--- src/extint_pkg.sv ---
// ----------------------------------------------------------------------------
// extint_pkg
// Types and constants shared by the external and pin-change interrupt
// controller and its evaluation logic.
// ----------------------------------------------------------------------------
package extint_pkg;

    localparam int MAX_EXT_PINS  = 4;
    localparam int MAX_PC_BANKS  = 3;
    localparam int PINS_PER_BANK = 8;

    typedef enum logic [2:0] {
        MODE_EXT_PIN = 3'd0,
        MODE_PC_PIN  = 3'd1,
        MODE_EXT_WR  = 3'd2,
        MODE_PC_WR   = 3'd3,
        MODE_EXT_ACK = 3'd4,
        MODE_PC_ACK  = 3'd5
    } mode_t;

    typedef enum logic [1:0] {
        SENSE_LOW     = 2'd0,
        SENSE_TOGGLE  = 2'd1,
        SENSE_FALLING = 2'd2,
        SENSE_RISING  = 2'd3
    } sense_t;

    localparam logic [2:0] CFG_SENSE_MODES = 3'd0;
    localparam logic [2:0] CFG_EXT_ENABLE  = 3'd1;
    localparam logic [2:0] CFG_PC_MASK0    = 3'd2;

    typedef struct packed {
        logic [2:0] mode;
        logic [4:0] pin_number;
        logic       new_level;
        logic [7:0] write_value;
        logic [1:0] ack_index;
    } item_t;

    typedef struct packed {
        logic [3:0] raise_ext;
        logic [2:0] raise_pc;
        logic [3:0] cancel_ext;
        logic [2:0] cancel_pc;
        logic [3:0] ext_flag_bits;
        logic [2:0] pc_flag_bits;
        logic       event_valid;
        logic       event_is_pc;
        logic [1:0] event_levels;
        logic [4:0] event_pin;
    } result_t;

endpackage

--- src/extint_if.sv ---
// ----------------------------------------------------------------------------
// extint_if
// Valid/ready channels of the interrupt controller: input words, result
// words and configuration writes.
// ----------------------------------------------------------------------------
interface extint_req_if;
    logic       valid;
    logic       ready;
    logic [2:0] mode;
    logic [4:0] pin_number;
    logic       new_level;
    logic [7:0] write_value;
    logic [1:0] ack_index;

    modport source (output valid, mode, pin_number, new_level, write_value, ack_index,
                    input ready);
    modport sink (input valid, mode, pin_number, new_level, write_value, ack_index,
                  output ready);
endinterface

interface extint_rsp_if;
    logic       valid;
    logic       ready;
    logic [3:0] raise_ext;
    logic [2:0] raise_pc;
    logic [3:0] cancel_ext;
    logic [2:0] cancel_pc;
    logic [3:0] ext_flag_bits;
    logic [2:0] pc_flag_bits;
    logic       event_valid;
    logic       event_is_pc;
    logic [1:0] event_levels;
    logic [4:0] event_pin;

    modport source (output valid, raise_ext, raise_pc, cancel_ext, cancel_pc,
                    ext_flag_bits, pc_flag_bits, event_valid, event_is_pc,
                    event_levels, event_pin,
                    input ready);
    modport sink (input valid, raise_ext, raise_pc, cancel_ext, cancel_pc,
                  ext_flag_bits, pc_flag_bits, event_valid, event_is_pc,
                  event_levels, event_pin,
                  output ready);
endinterface

interface extint_cfg_if;
    logic       valid;
    logic       ready;
    logic [2:0] index;
    logic [7:0] data;

    modport source (output valid, index, data, input ready);
    modport sink (input valid, index, data, output ready);
endinterface

--- src/external_and_pin_change_interrupt.sv ---
// ----------------------------------------------------------------------------
// external_and_pin_change_interrupt
// A word accepted into the input register is evaluated and then registered
// into the result register. Throughput: one word per cycle while results are taken.
// The input register and the result register each hold one word, so input
// is taken every cycle while results are taken every cycle.
// Reset clears configuration, pin levels, flags and both valid bits.
// ----------------------------------------------------------------------------
module external_and_pin_change_interrupt
    import extint_pkg::*;
#(
    parameter int EXT_PINS = 4,
    parameter int PC_BANKS = 3
) (
    input  logic         clk,
    input  logic         rst_n,
    extint_req_if.sink   req,
    extint_rsp_if.source rsp,
    extint_cfg_if.sink   cfg
);

    logic [2*EXT_PINS-1:0]                  sense_modes_reg;
    logic [EXT_PINS-1:0]                    ext_enable_reg;
    logic [PC_BANKS-1:0][PINS_PER_BANK-1:0] pc_mask_reg;

    logic [EXT_PINS-1:0]                    ext_levels_reg;
    logic [PC_BANKS-1:0][PINS_PER_BANK-1:0] pc_levels_reg;
    logic [EXT_PINS-1:0]                    ext_flags_reg;
    logic [PC_BANKS-1:0]                    pc_flags_reg;

    logic [EXT_PINS-1:0]                    ext_levels_next;
    logic [PC_BANKS-1:0][PINS_PER_BANK-1:0] pc_levels_next;
    logic [EXT_PINS-1:0]                    ext_flags_next;
    logic [PC_BANKS-1:0]                    pc_flags_next;

    logic    item_valid_reg;
    item_t   item_reg;
    logic    out_valid_reg;
    result_t result_reg;
    result_t result_next;
    logic    advance;

    assign advance   = !out_valid_reg || rsp.ready;
    assign req.ready = !item_valid_reg || advance;
    assign cfg.ready = 1'b1;

    extint_eval #(
        .EXT_PINS (EXT_PINS),
        .PC_BANKS (PC_BANKS)
    ) u_eval (
        .item            (item_reg),
        .sense_modes     (sense_modes_reg),
        .ext_enable      (ext_enable_reg),
        .pc_mask         (pc_mask_reg),
        .ext_levels      (ext_levels_reg),
        .pc_levels       (pc_levels_reg),
        .ext_flags       (ext_flags_reg),
        .pc_flags        (pc_flags_reg),
        .ext_levels_next (ext_levels_next),
        .pc_levels_next  (pc_levels_next),
        .ext_flags_next  (ext_flags_next),
        .pc_flags_next   (pc_flags_next),
        .result          (result_next)
    );

    always_ff @(posedge clk or negedge rst_n)
    begin
        if (!rst_n)
        begin
            sense_modes_reg <= '0;
            ext_enable_reg  <= '0;
            pc_mask_reg     <= '0;
        end
        else if (cfg.valid)
        begin
            case (cfg.index)
                CFG_SENSE_MODES: sense_modes_reg <= cfg.data[2*EXT_PINS-1:0];
                CFG_EXT_ENABLE:  ext_enable_reg  <= cfg.data[EXT_PINS-1:0];
                default:
                begin
                    for (int b = 0; b < PC_BANKS; b++)
                    begin
                        if (cfg.index == 3'(CFG_PC_MASK0 + 3'(b)))
                        begin
                            pc_mask_reg[b] <= cfg.data;
                        end
                    end
                end
            endcase
        end
    end

    always_ff @(posedge clk or negedge rst_n)
    begin
        if (!rst_n)
        begin
            item_valid_reg <= 1'b0;
            out_valid_reg  <= 1'b0;
            ext_levels_reg <= '0;
            pc_levels_reg  <= '0;
            ext_flags_reg  <= '0;
            pc_flags_reg   <= '0;
        end
        else
        begin
            if (req.ready)
            begin
                item_valid_reg <= req.valid;
            end
            if (advance)
            begin
                out_valid_reg <= item_valid_reg;
                if (item_valid_reg)
                begin
                    ext_levels_reg <= ext_levels_next;
                    pc_levels_reg  <= pc_levels_next;
                    ext_flags_reg  <= ext_flags_next;
                    pc_flags_reg   <= pc_flags_next;
                end
            end
        end
    end

    always_ff @(posedge clk)
    begin
        if (req.ready && req.valid)
        begin
            item_reg.mode        <= req.mode;
            item_reg.pin_number  <= req.pin_number;
            item_reg.new_level   <= req.new_level;
            item_reg.write_value <= req.write_value;
            item_reg.ack_index   <= req.ack_index;
        end
        if (advance && item_valid_reg)
        begin
            result_reg <= result_next;
        end
    end

    assign rsp.valid         = out_valid_reg;
    assign rsp.raise_ext     = result_reg.raise_ext;
    assign rsp.raise_pc      = result_reg.raise_pc;
    assign rsp.cancel_ext    = result_reg.cancel_ext;
    assign rsp.cancel_pc     = result_reg.cancel_pc;
    assign rsp.ext_flag_bits = result_reg.ext_flag_bits;
    assign rsp.pc_flag_bits  = result_reg.pc_flag_bits;
    assign rsp.event_valid   = result_reg.event_valid;
    assign rsp.event_is_pc   = result_reg.event_is_pc;
    assign rsp.event_levels  = result_reg.event_levels;
    assign rsp.event_pin     = result_reg.event_pin;

endmodule

--- src/extint_eval.sv ---
// ----------------------------------------------------------------------------
// extint_eval
// Combinational evaluation of one input word against the pin levels, flags
// and configuration: next state and the result word.
// ----------------------------------------------------------------------------
module extint_eval
    import extint_pkg::*;
#(
    parameter int EXT_PINS = 4,
    parameter int PC_BANKS = 3
) (
    input  item_t                                 item,
    input  logic [2*EXT_PINS-1:0]                 sense_modes,
    input  logic [EXT_PINS-1:0]                   ext_enable,
    input  logic [PC_BANKS-1:0][PINS_PER_BANK-1:0] pc_mask,
    input  logic [EXT_PINS-1:0]                   ext_levels,
    input  logic [PC_BANKS-1:0][PINS_PER_BANK-1:0] pc_levels,
    input  logic [EXT_PINS-1:0]                   ext_flags,
    input  logic [PC_BANKS-1:0]                   pc_flags,
    output logic [EXT_PINS-1:0]                   ext_levels_next,
    output logic [PC_BANKS-1:0][PINS_PER_BANK-1:0] pc_levels_next,
    output logic [EXT_PINS-1:0]                   ext_flags_next,
    output logic [PC_BANKS-1:0]                   pc_flags_next,
    output result_t                               result
);

    logic [EXT_PINS-1:0] low_persists;
    logic [EXT_PINS-1:0] ext_trig;
    logic [1:0]          bank;
    logic [2:0]          bit_sel;

    assign bank    = item.pin_number[4:3];
    assign bit_sel = item.pin_number[2:0];

    always_comb
    begin
        for (int i = 0; i < EXT_PINS; i++)
        begin
            low_persists[i] = (sense_t'(sense_modes[2*i +: 2]) == SENSE_LOW)
                              && !ext_levels[i] && ext_enable[i];
            case (sense_t'(sense_modes[2*i +: 2]))
                SENSE_LOW:     ext_trig[i] = !item.new_level;
                SENSE_TOGGLE:  ext_trig[i] = item.new_level != ext_levels[i];
                SENSE_FALLING: ext_trig[i] = !item.new_level && ext_levels[i];
                SENSE_RISING:  ext_trig[i] = item.new_level && !ext_levels[i];
                default:       ext_trig[i] = 1'b0;
            endcase
        end
    end

    always_comb
    begin
        ext_levels_next = ext_levels;
        pc_levels_next  = pc_levels;
        ext_flags_next  = ext_flags;
        pc_flags_next   = pc_flags;
        result          = '0;

        case (mode_t'(item.mode))
            MODE_EXT_PIN:
            begin
                for (int i = 0; i < EXT_PINS; i++)
                begin
                    if (item.pin_number == 5'(i))
                    begin
                        if (ext_trig[i] && ext_enable[i])
                        begin
                            ext_flags_next[i]   = 1'b1;
                            result.raise_ext[i] = 1'b1;
                            result.event_valid  = 1'b1;
                            result.event_levels = {ext_levels[i], item.new_level};
                            result.event_pin    = item.pin_number;
                        end
                        ext_levels_next[i] = item.new_level;
                    end
                end
            end
            MODE_PC_PIN:
            begin
                for (int b = 0; b < PC_BANKS; b++)
                begin
                    if (bank == 2'(b))
                    begin
                        if (pc_mask[b][bit_sel] && (pc_levels[b][bit_sel] != item.new_level))
                        begin
                            pc_flags_next[b]    = 1'b1;
                            result.raise_pc[b]  = 1'b1;
                            result.event_valid  = 1'b1;
                            result.event_is_pc  = 1'b1;
                            result.event_levels = {pc_levels[b][bit_sel], item.new_level};
                            result.event_pin    = item.pin_number;
                        end
                        pc_levels_next[b][bit_sel] = item.new_level;
                    end
                end
            end
            MODE_EXT_WR:
            begin
                for (int i = 0; i < EXT_PINS; i++)
                begin
                    if (item.write_value[i])
                    begin
                        ext_flags_next[i]    = 1'b0;
                        result.cancel_ext[i] = !low_persists[i];
                    end
                end
            end
            MODE_PC_WR:
            begin
                for (int b = 0; b < PC_BANKS; b++)
                begin
                    if (item.write_value[b])
                    begin
                        pc_flags_next[b]    = 1'b0;
                        result.cancel_pc[b] = 1'b1;
                    end
                end
            end
            MODE_EXT_ACK:
            begin
                for (int i = 0; i < EXT_PINS; i++)
                begin
                    if (item.ack_index == 2'(i))
                    begin
                        if (low_persists[i])
                        begin
                            result.raise_ext[i] = 1'b1;
                        end
                        else
                        begin
                            ext_flags_next[i] = 1'b0;
                        end
                    end
                end
            end
            MODE_PC_ACK:
            begin
                for (int b = 0; b < PC_BANKS; b++)
                begin
                    if (item.ack_index == 2'(b))
                    begin
                        pc_flags_next[b] = 1'b0;
                    end
                end
            end
            default:
            begin
                ext_flags_next = ext_flags;
            end
        endcase

        for (int i = 0; i < EXT_PINS; i++)
        begin
            result.ext_flag_bits[i] = ext_flags_next[i];
        end
        for (int b = 0; b < PC_BANKS; b++)
        begin
            result.pc_flag_bits[b] = pc_flags_next[b];
        end
    end

endmodule
--- src/flat_wrapper.sv ---
// flat-port wrapper written by rule: the top's interface ports become plain ports
module external_and_pin_change_interrupt_flat import extint_pkg::*;
#(
    parameter int EXT_PINS = 4,
    parameter int PC_BANKS = 3
)
  (clk, rst_n, req_valid, req_mode, req_pin_number, req_new_level, req_write_value, req_ack_index, req_ready, rsp_valid, rsp_raise_ext, rsp_raise_pc, rsp_cancel_ext, rsp_cancel_pc, rsp_ext_flag_bits, rsp_pc_flag_bits, rsp_event_valid, rsp_event_is_pc, rsp_event_levels, rsp_event_pin, rsp_ready, cfg_valid, cfg_index, cfg_data, cfg_ready);
  extint_req_if req_i ();
  extint_rsp_if rsp_i ();
  extint_cfg_if cfg_i ();
  input  logic clk;
  input  logic rst_n;
  input wire logic [$bits(req_i.valid)-1:0] req_valid;
  input wire logic [$bits(req_i.mode)-1:0] req_mode;
  input wire logic [$bits(req_i.pin_number)-1:0] req_pin_number;
  input wire logic [$bits(req_i.new_level)-1:0] req_new_level;
  input wire logic [$bits(req_i.write_value)-1:0] req_write_value;
  input wire logic [$bits(req_i.ack_index)-1:0] req_ack_index;
  output wire logic [$bits(req_i.ready)-1:0] req_ready;
  output wire logic [$bits(rsp_i.valid)-1:0] rsp_valid;
  output wire logic [$bits(rsp_i.raise_ext)-1:0] rsp_raise_ext;
  output wire logic [$bits(rsp_i.raise_pc)-1:0] rsp_raise_pc;
  output wire logic [$bits(rsp_i.cancel_ext)-1:0] rsp_cancel_ext;
  output wire logic [$bits(rsp_i.cancel_pc)-1:0] rsp_cancel_pc;
  output wire logic [$bits(rsp_i.ext_flag_bits)-1:0] rsp_ext_flag_bits;
  output wire logic [$bits(rsp_i.pc_flag_bits)-1:0] rsp_pc_flag_bits;
  output wire logic [$bits(rsp_i.event_valid)-1:0] rsp_event_valid;
  output wire logic [$bits(rsp_i.event_is_pc)-1:0] rsp_event_is_pc;
  output wire logic [$bits(rsp_i.event_levels)-1:0] rsp_event_levels;
  output wire logic [$bits(rsp_i.event_pin)-1:0] rsp_event_pin;
  input wire logic [$bits(rsp_i.ready)-1:0] rsp_ready;
  input wire logic [$bits(cfg_i.valid)-1:0] cfg_valid;
  input wire logic [$bits(cfg_i.index)-1:0] cfg_index;
  input wire logic [$bits(cfg_i.data)-1:0] cfg_data;
  output wire logic [$bits(cfg_i.ready)-1:0] cfg_ready;
  assign req_i.valid = req_valid;
  assign req_i.mode = req_mode;
  assign req_i.pin_number = req_pin_number;
  assign req_i.new_level = req_new_level;
  assign req_i.write_value = req_write_value;
  assign req_i.ack_index = req_ack_index;
  assign req_ready = req_i.ready;
  assign rsp_valid = rsp_i.valid;
  assign rsp_raise_ext = rsp_i.raise_ext;
  assign rsp_raise_pc = rsp_i.raise_pc;
  assign rsp_cancel_ext = rsp_i.cancel_ext;
  assign rsp_cancel_pc = rsp_i.cancel_pc;
  assign rsp_ext_flag_bits = rsp_i.ext_flag_bits;
  assign rsp_pc_flag_bits = rsp_i.pc_flag_bits;
  assign rsp_event_valid = rsp_i.event_valid;
  assign rsp_event_is_pc = rsp_i.event_is_pc;
  assign rsp_event_levels = rsp_i.event_levels;
  assign rsp_event_pin = rsp_i.event_pin;
  assign rsp_i.ready = rsp_ready;
  assign cfg_i.valid = cfg_valid;
  assign cfg_i.index = cfg_index;
  assign cfg_i.data = cfg_data;
  assign cfg_ready = cfg_i.ready;
  external_and_pin_change_interrupt #(.EXT_PINS(EXT_PINS), .PC_BANKS(PC_BANKS)) u_core (.clk(clk), .rst_n(rst_n), .req(req_i), .rsp(rsp_i), .cfg(cfg_i));
endmodule
--- config.mk ---
export PLATFORM = sky130hd
export DESIGN_NAME = external_and_pin_change_interrupt_flat
export DESIGN_NICKNAME = d
export VERILOG_FILES = /design/src/extint_pkg.sv /design/src/extint_if.sv /design/src/external_and_pin_change_interrupt.sv /design/src/extint_eval.sv /design/src/flat_wrapper.sv
export SDC_FILE = /design/constraint.sdc
export NUM_CORES = 1
export LEC_CHECK = 0
export BUFFER_PORTS_ARGS = -buffer_cell sky130_fd_sc_hd__buf_4
export CAP_MARGIN = 20
export CELL_PAD_IN_SITES_DETAIL_PLACEMENT = 1
export CELL_PAD_IN_SITES_GLOBAL_PLACEMENT = 2
export CORE_MARGIN = 4
export CORE_UTILIZATION = 40
export CTS_BUF_LIST = sky130_fd_sc_hd__clkbuf_16
export DETAILED_ROUTE_END_ITERATION = 7
export PLACE_DENSITY_LB_ADDON = 0.15
export SLEW_MARGIN = 20
export SYNTH_ARGS = -nofsm -noshare
export SYNTH_HDL_FRONTEND = slang
export SYNTH_SLANG_ARGS = --single-unit
export TNS_END_PERCENT = 5
--- constraint.sdc ---
create_clock -name clk -period 3.5 [get_ports clk]
set_input_delay 0.35 -clock clk [delete_from_list [all_inputs] [get_ports clk]]
set_output_delay 0.35 -clock clk [all_outputs]
set_load 0.01 [all_outputs]
* Yosys cells after proc, flatten, opt, wreduce, memory -nomap -nowiden
Cells that the tools add are included.
Cells by class: eq/ne operators 36, bitwise logic cells 1, $lt $le $gt $ge 2, reduce and logical (&&, ||, !) cells 69, mux-type cells 100
Operator list (count):
- 1-bit 2-to-1 mux | 67
- 7-bit 2-to-1 mux | 8
- 9-bit 2-to-1 mux | 6
- 4-bit AND reduction | 7
- 1-bit logical AND | 26
- 8-bit bitwise mux | 3
- 2-bit equality test (second input constant) | 11
- 2-bit AND reduction | 10
- 1-bit binary-select mux with 3-bit select | 6
- 1-bit case mux with 4 select lines | 4
- 7-bit case mux with 2 select lines | 1
- 2-bit by 1-bit equality test with 1-bit output (second input constant) | 6
- 3-bit by 2-bit equality test with 1-bit output (second input constant) | 4
- 2-bit zero test | 6
- 4-bit case mux with 3 select lines | 1
- 1-bit zero test | 11
- 5-bit by 2-bit equality test with 1-bit output (second input constant) | 2
- 3-bit equality test (second input constant) | 3
- 3-bit case mux with 3 select lines | 1
- 3-bit AND reduction | 3
- 4-bit case mux with 2 select lines | 1
- 1-bit != test | 7
- 3-bit by 1-bit equality test with 1-bit output (second input constant) | 2
- 3-bit zero test | 2
- 9 further kinds | 10
Word-level totals: output and inout bits 33, input port bits 35, flip-flop bits (word level) 118, word-level logic and storage cells 244

* Longest topological paths before layout
depth in word-level cells 13, mapped depth 8

* Modules after synthesis
From an unflattened synthesis, not the netlist that was laid out.
Second synthesis, totals: cells, all modules 474, area total of the unflattened synthesis 6167.2 µm²
By module, submodules not included:
- external_and_pin_change_interrupt | instances 1, area an instance 4240.3 µm², seq. area each 3298.2 µm², cells an instance 212
- extint_eval | instances 1, area an instance 1926.8 µm², seq. area each 0.0 µm², cells an instance 262

* Worst setup path before layout
Ideal clock, no wire load.
path kind reg-to-reg, start point register u_core.item_reg[10] in the netlist's numbering, end point register u_core.result_reg, in the netlist u_core.rsp.event_levels[0] (data pin), setup time 281 ps, clock period less this slack 2606 ps, arrival time 2325 ps, stages on the path, launching flop included 9, path slack 894 ps, required time 3219 ps, cell sequence edfxtp_1 inv_2 clkbuf_1 ha_1 inv_1 mux4_2 and3_4 o41ai_4 a41oi_1
Between the ends: cells in the longest elaborated chain, start to end 13, elaborated cells between the ends (all ways) 42
Ends and longest elaborated chain:
- start: declaration | line external_and_pin_change_interrupt.sv:37 | item_t item_reg;
- 1-bit zero test | line extint_eval.sv:42, extint_eval.sv:44
- 1-bit logical AND | line extint_eval.sv:44 | SENSE_FALLING: ext_trig[i] = !item.new_level && ext_levels[i];
- 1-bit case mux with 4 select lines | line extint_eval.sv:41 | case (sense_t'(sense_modes[2*i +: 2]))
- 1-bit logical AND | line extint_eval.sv:66 | if (ext_trig[i] && ext_enable[i])
- 7-bit 2-to-1 mux | line extint_eval.sv:66
- 7-bit 2-to-1 mux | line extint_eval.sv:64 | if (item.pin_number == 5'(i))
- 7-bit 2-to-1 mux | line extint_eval.sv:66
- 7-bit 2-to-1 mux | line extint_eval.sv:64
- 7-bit 2-to-1 mux | line extint_eval.sv:66
- 7-bit 2-to-1 mux | line extint_eval.sv:64
- 7-bit 2-to-1 mux | line extint_eval.sv:66
- 7-bit 2-to-1 mux | line extint_eval.sv:64
- 7-bit case mux with 2 select lines (*) | line extint_eval.sv:59 | case (mode_t'(item.mode))
- end signal: assignment | line external_and_pin_change_interrupt.sv:136 | result_reg <= result_next;
- end: declaration | line external_and_pin_change_interrupt.sv:39 | result_t result_reg;
Mark *: on every way between the ends. The rest lies on a longest branch, timed or not. A chain may end at the register's enable or synchronous reset.

* Worst setup path in the final report
start point register u_core.item_reg[11] in the netlist's numbering, end point register u_core.result_reg, in the netlist u_core.rsp.event_levels[0] (data pin)
Between the ends: cells in the longest elaborated chain, start to end 11, elaborated cells between the ends (all ways) 36
Ends and longest elaborated chain:
- 1-bit binary-select mux with 3-bit select | line extint_eval.sv:84 | if (pc_mask[b][bit_sel] && (pc_levels[b][bit_sel] != item.new_level))
- 1-bit 2-to-1 mux (not written as such) | line extint_eval.sv:84
- 1-bit != test | line extint_eval.sv:84
- 1-bit logical AND | line extint_eval.sv:84
- 9-bit 2-to-1 mux | line extint_eval.sv:84
- 9-bit 2-to-1 mux | line extint_eval.sv:82 | if (bank == 2'(b))
- 9-bit 2-to-1 mux | line extint_eval.sv:84
- 9-bit 2-to-1 mux | line extint_eval.sv:82
- 9-bit 2-to-1 mux | line extint_eval.sv:84
- 9-bit 2-to-1 mux | line extint_eval.sv:82
- 7-bit case mux with 2 select lines (*) | line extint_eval.sv:59
Mark *: on every way between the ends. The rest lies on a longest branch, timed or not. The select of a mux whose other input is x is not followed.

==> flow_summary.json <==
{
  "worstReg2RegStart": "u_core.item_reg[11]$_DFFE_PP_",
  "areaGrowthSynthToFinish_pct": 22.4,
  "crit_fanout": 15,
  "yosysTopAreaCell": "dfrtp_1",
  "stdcell_count": 700,
  "hold_viol": 0,
  "finalClockSkew_ns": 0.00817,
  "power_density_mw_per_mm2": 572,
  "synth_top_area_share_pct": 32.7,
  "postCtsSetupBuffers": 0,
  "p_leak_nw": 2.93,
  "grt_setup_unrepaired": "no",
  "die_area_mm2": 0.0159,
  "clock_sinks": 118,
  "critPathLaunchType": "flip-flop",
  "cts_hold_buf": 0,
  "crit_chain": "mux4_2 > mux2i_1 > xnor2_1 > nand3_2 > a41oi_1",
  "worst-path-buf-inv": 0,
  "num-nets-final": 554,
  "die_y_um": 126,
  "ioPinCount": 68,
  "p_total_mw": 3.91,
  "worst_path_max_delay_cell": "edfxtp_1",
  "ys_top_cells_by_area": "dfrtp_1 (33%), edfxtp_1 (24%), mux2_2 (9.3%)",
  "synthCells": 444,
  "synth_seq_cells": 118,
  "synth_nets": 487,
  "pre_cts_ws_ns": 0.794,
  "drc": 0,
  "setup_viol": 0,
  "grt_pass1_wl_um": 22500,
  "tns_ns": 0,
  "worstRegToRegCells": 5,
  "relSlewSlack_pct": 37.3,
  "postCtsResizedCells": 0,
  "firstDrtPassIters": 4,
  "yosys.cell_types.count": 47,
  "drt_wl_total_um": 13800,
  "rows": 42,
  "wl_per_cell_um": 19.8,
  "fmax_ghz": 0.375,
  "dp_hpwl_um": 9640,
  "critical_path.max_stage_delay_ns": 0.94,
  "antenna_found_initial": 0,
  "drtAntennaViolNets": 0,
  "status": "completed",
  "insertion_delay_ns": 0.42,
  "synth_common_cells": "dfrtp_1 (73), mux2_2 (46), edfxtp_1 (45)",
  "avgSynthCellArea_um2": 12.6,
  "ir_worst_vdd_v": 0.000360,
  "cts_tree": "built",
  "vias": 3811,
  "die_w_um": 126,
  "grt_max_degree": 74,
  "h-tree-depth": 4,
  "coreArea_mm2": 0.0135,
  "numPortBuffers": 62,
  "drv_slew": 0,
  "start_util_pct": 41.5,
  "synth_ff_type": "dfrtp_1",
  "fillerInstances": 1430,
  "synth_edf_count": 45,
  "worst_pin_slew_ns": 0.940,
  "async_flop_share_pct": 61.9,
  "cts_buffers": 17,
  "yosysSeqAreaShare_pct": 56.9,
  "diodes": 0,
  "syn_area_mm2": 0.00559,
  "cts_root_buffer": "clkbuf_16",
  "finalCritPeriodShare_pct": 76.3,
  "crit_type": "reg -> reg",
  "cp_top_family": "flip-flops",
  "clockBufferDepth": 2,
  "max_cap_violations": 0,
  "min_period_ns": 2.67,
  "grt_use_total_pct": 18.3,
  "grt_pass1_vias": 4009,
  "drive_gt1_share_pct": 31.7,
  "yosysMostFrequentCell": "dfrtp_1",
  "rrSetupSlack_ns": 0.83,
  "overflow": 0,
  "viasPerCell": 5.44,
  "drt_iter0_drc": 219,
  "fin_ws_ns": 0.830,
  "endpoint_kind": "flip-flop",
  "yosysWarningCount": 0,
  "arrival_ns": 2.92,
  "dp_cells": 668,
  "reg2reg_to": "u_core.rsp.event_levels[0]$_SDFFCE_PN0P_",
  "crit_required_ns": 3.75,
  "place.gp.congestion": 0.825,
  "clk_pin_slew_ns": 0.05,
  "hp-class": "in -> async"
}
## worst max path at each step
stage | depth (start not counted) | to | slack [ns] | start
finish | 5 | u_core.rsp.event_levels[0]$_SDFFCE_PN0P_ | 0.83 | u_core.item_reg[11]$_DFFE_PP_
CTS | 5 | u_core.rsp.event_levels[0]$_SDFFCE_PN0P_ | 0.76 | u_core.item_reg[11]$_DFFE_PP_
detailed placement | 5 | u_core.rsp.event_pin[0]$_SDFFCE_PN0P_ | 0.79 | u_core.item_reg[11]$_DFFE_PP_
floorplan | 8 | u_core.rsp.event_levels[0]$_SDFFCE_PN0P_ | 0.89 | u_core.item_reg[10]$_DFFE_PP_
global placement | 5 | u_core.rsp.event_pin[1]$_SDFFCE_PN0P_ | 0.83 | u_core.item_reg[11]$_DFFE_PP_
global route | 5 | u_core.rsp.event_levels[0]$_SDFFCE_PN0P_ | 0.57 | u_core.item_reg[11]$_DFFE_PP_
## power breakdown
part	switching [mW]	internal (mW)	total (mW)	leakage (nW)
combinational	0.213	0.226	0.439	1.25
sequential	0.109	1.60	1.71	1.36
clock	0.624	1.14	1.76	0.314
total	0.947	2.96	3.91	2.93
## per-layer routing
layer	track usage [%]	up-vias	wire length [um]
met5	0	-	0
met4	4.98	0	142
met3	5.33	10	534
met2	28.3	75	6580
met1	25.4	1942	6580
li1	-	1784	-
## cells in the final DEF (no fill, tap or decap), drive strengths merged, types with 6 or more instances in the layout
cell and instances:
mux2i 11, o21ai 23, and3 11, clkbuf 21
nor2b 7, nand3 16, inv 27, edfxtp 45
nor3 18, a21oi 10, nor2 17, and2 6
buf 68, nand2 30, ha 8, dfrtp 73
clkinv 6, nand2b 8, o31ai 22, mux4 12
mux2 46
## worst reg2reg max path: cells and delay by family, from the launching register on
family	cells	cell delay, ns
xor+xnor	1	0.17
simple gates	1	0.23
compound gates	1	0.27
mux	2	0.89
flops	1	0.94
## layout make-up
class                           count  area [um^2]  area share (%)
Sequential cell                   118         3180            46.5
Clock inverter                     11         91.3            1.34
Multi-Input combinational cell    283         2220            32.5
Timing Repair Buffer               68          510            7.47
Inverter                           23         86.3            1.26
Clock buffer                       21          526            7.69
Tap cell                          176          220            3.22
## per-stage QoR
| step | utilization (%) | area (um^2) | hold slack (ns) |
|---|---|---|---|
| 6_report | 50.8 | 6830 | 0.0807 |
| 5_1_grt | 50.8 | 6830 | 0.0810 |
| 4_1_cts | 50.8 | 6830 | 0.0882 |
| 3_5_place_dp | 46.2 | 6220 | 0.474 |
| 3_3_place_gp | 46.2 | 6220 | 0.462 |
| 2_1_floorplan | - | 5590 | 0.0544 |
## cells by family (layout without fill, tap and decap cells)
logic type	after synthesis	count (layout)	synth area share, %
and+or+nand+nor	128	128	12.3
DFF	118	118	56.9
AOI/OAI and AO/OA	74	74	9.10
muxes	69	69	16.1
buffers and inverters	43	123	3.32
adders and majority gates	8	8	1.79
xor gates and xnor gates	3	3	0.471
other	1	1	0.0671
Power figures use the tool's default switching activity.
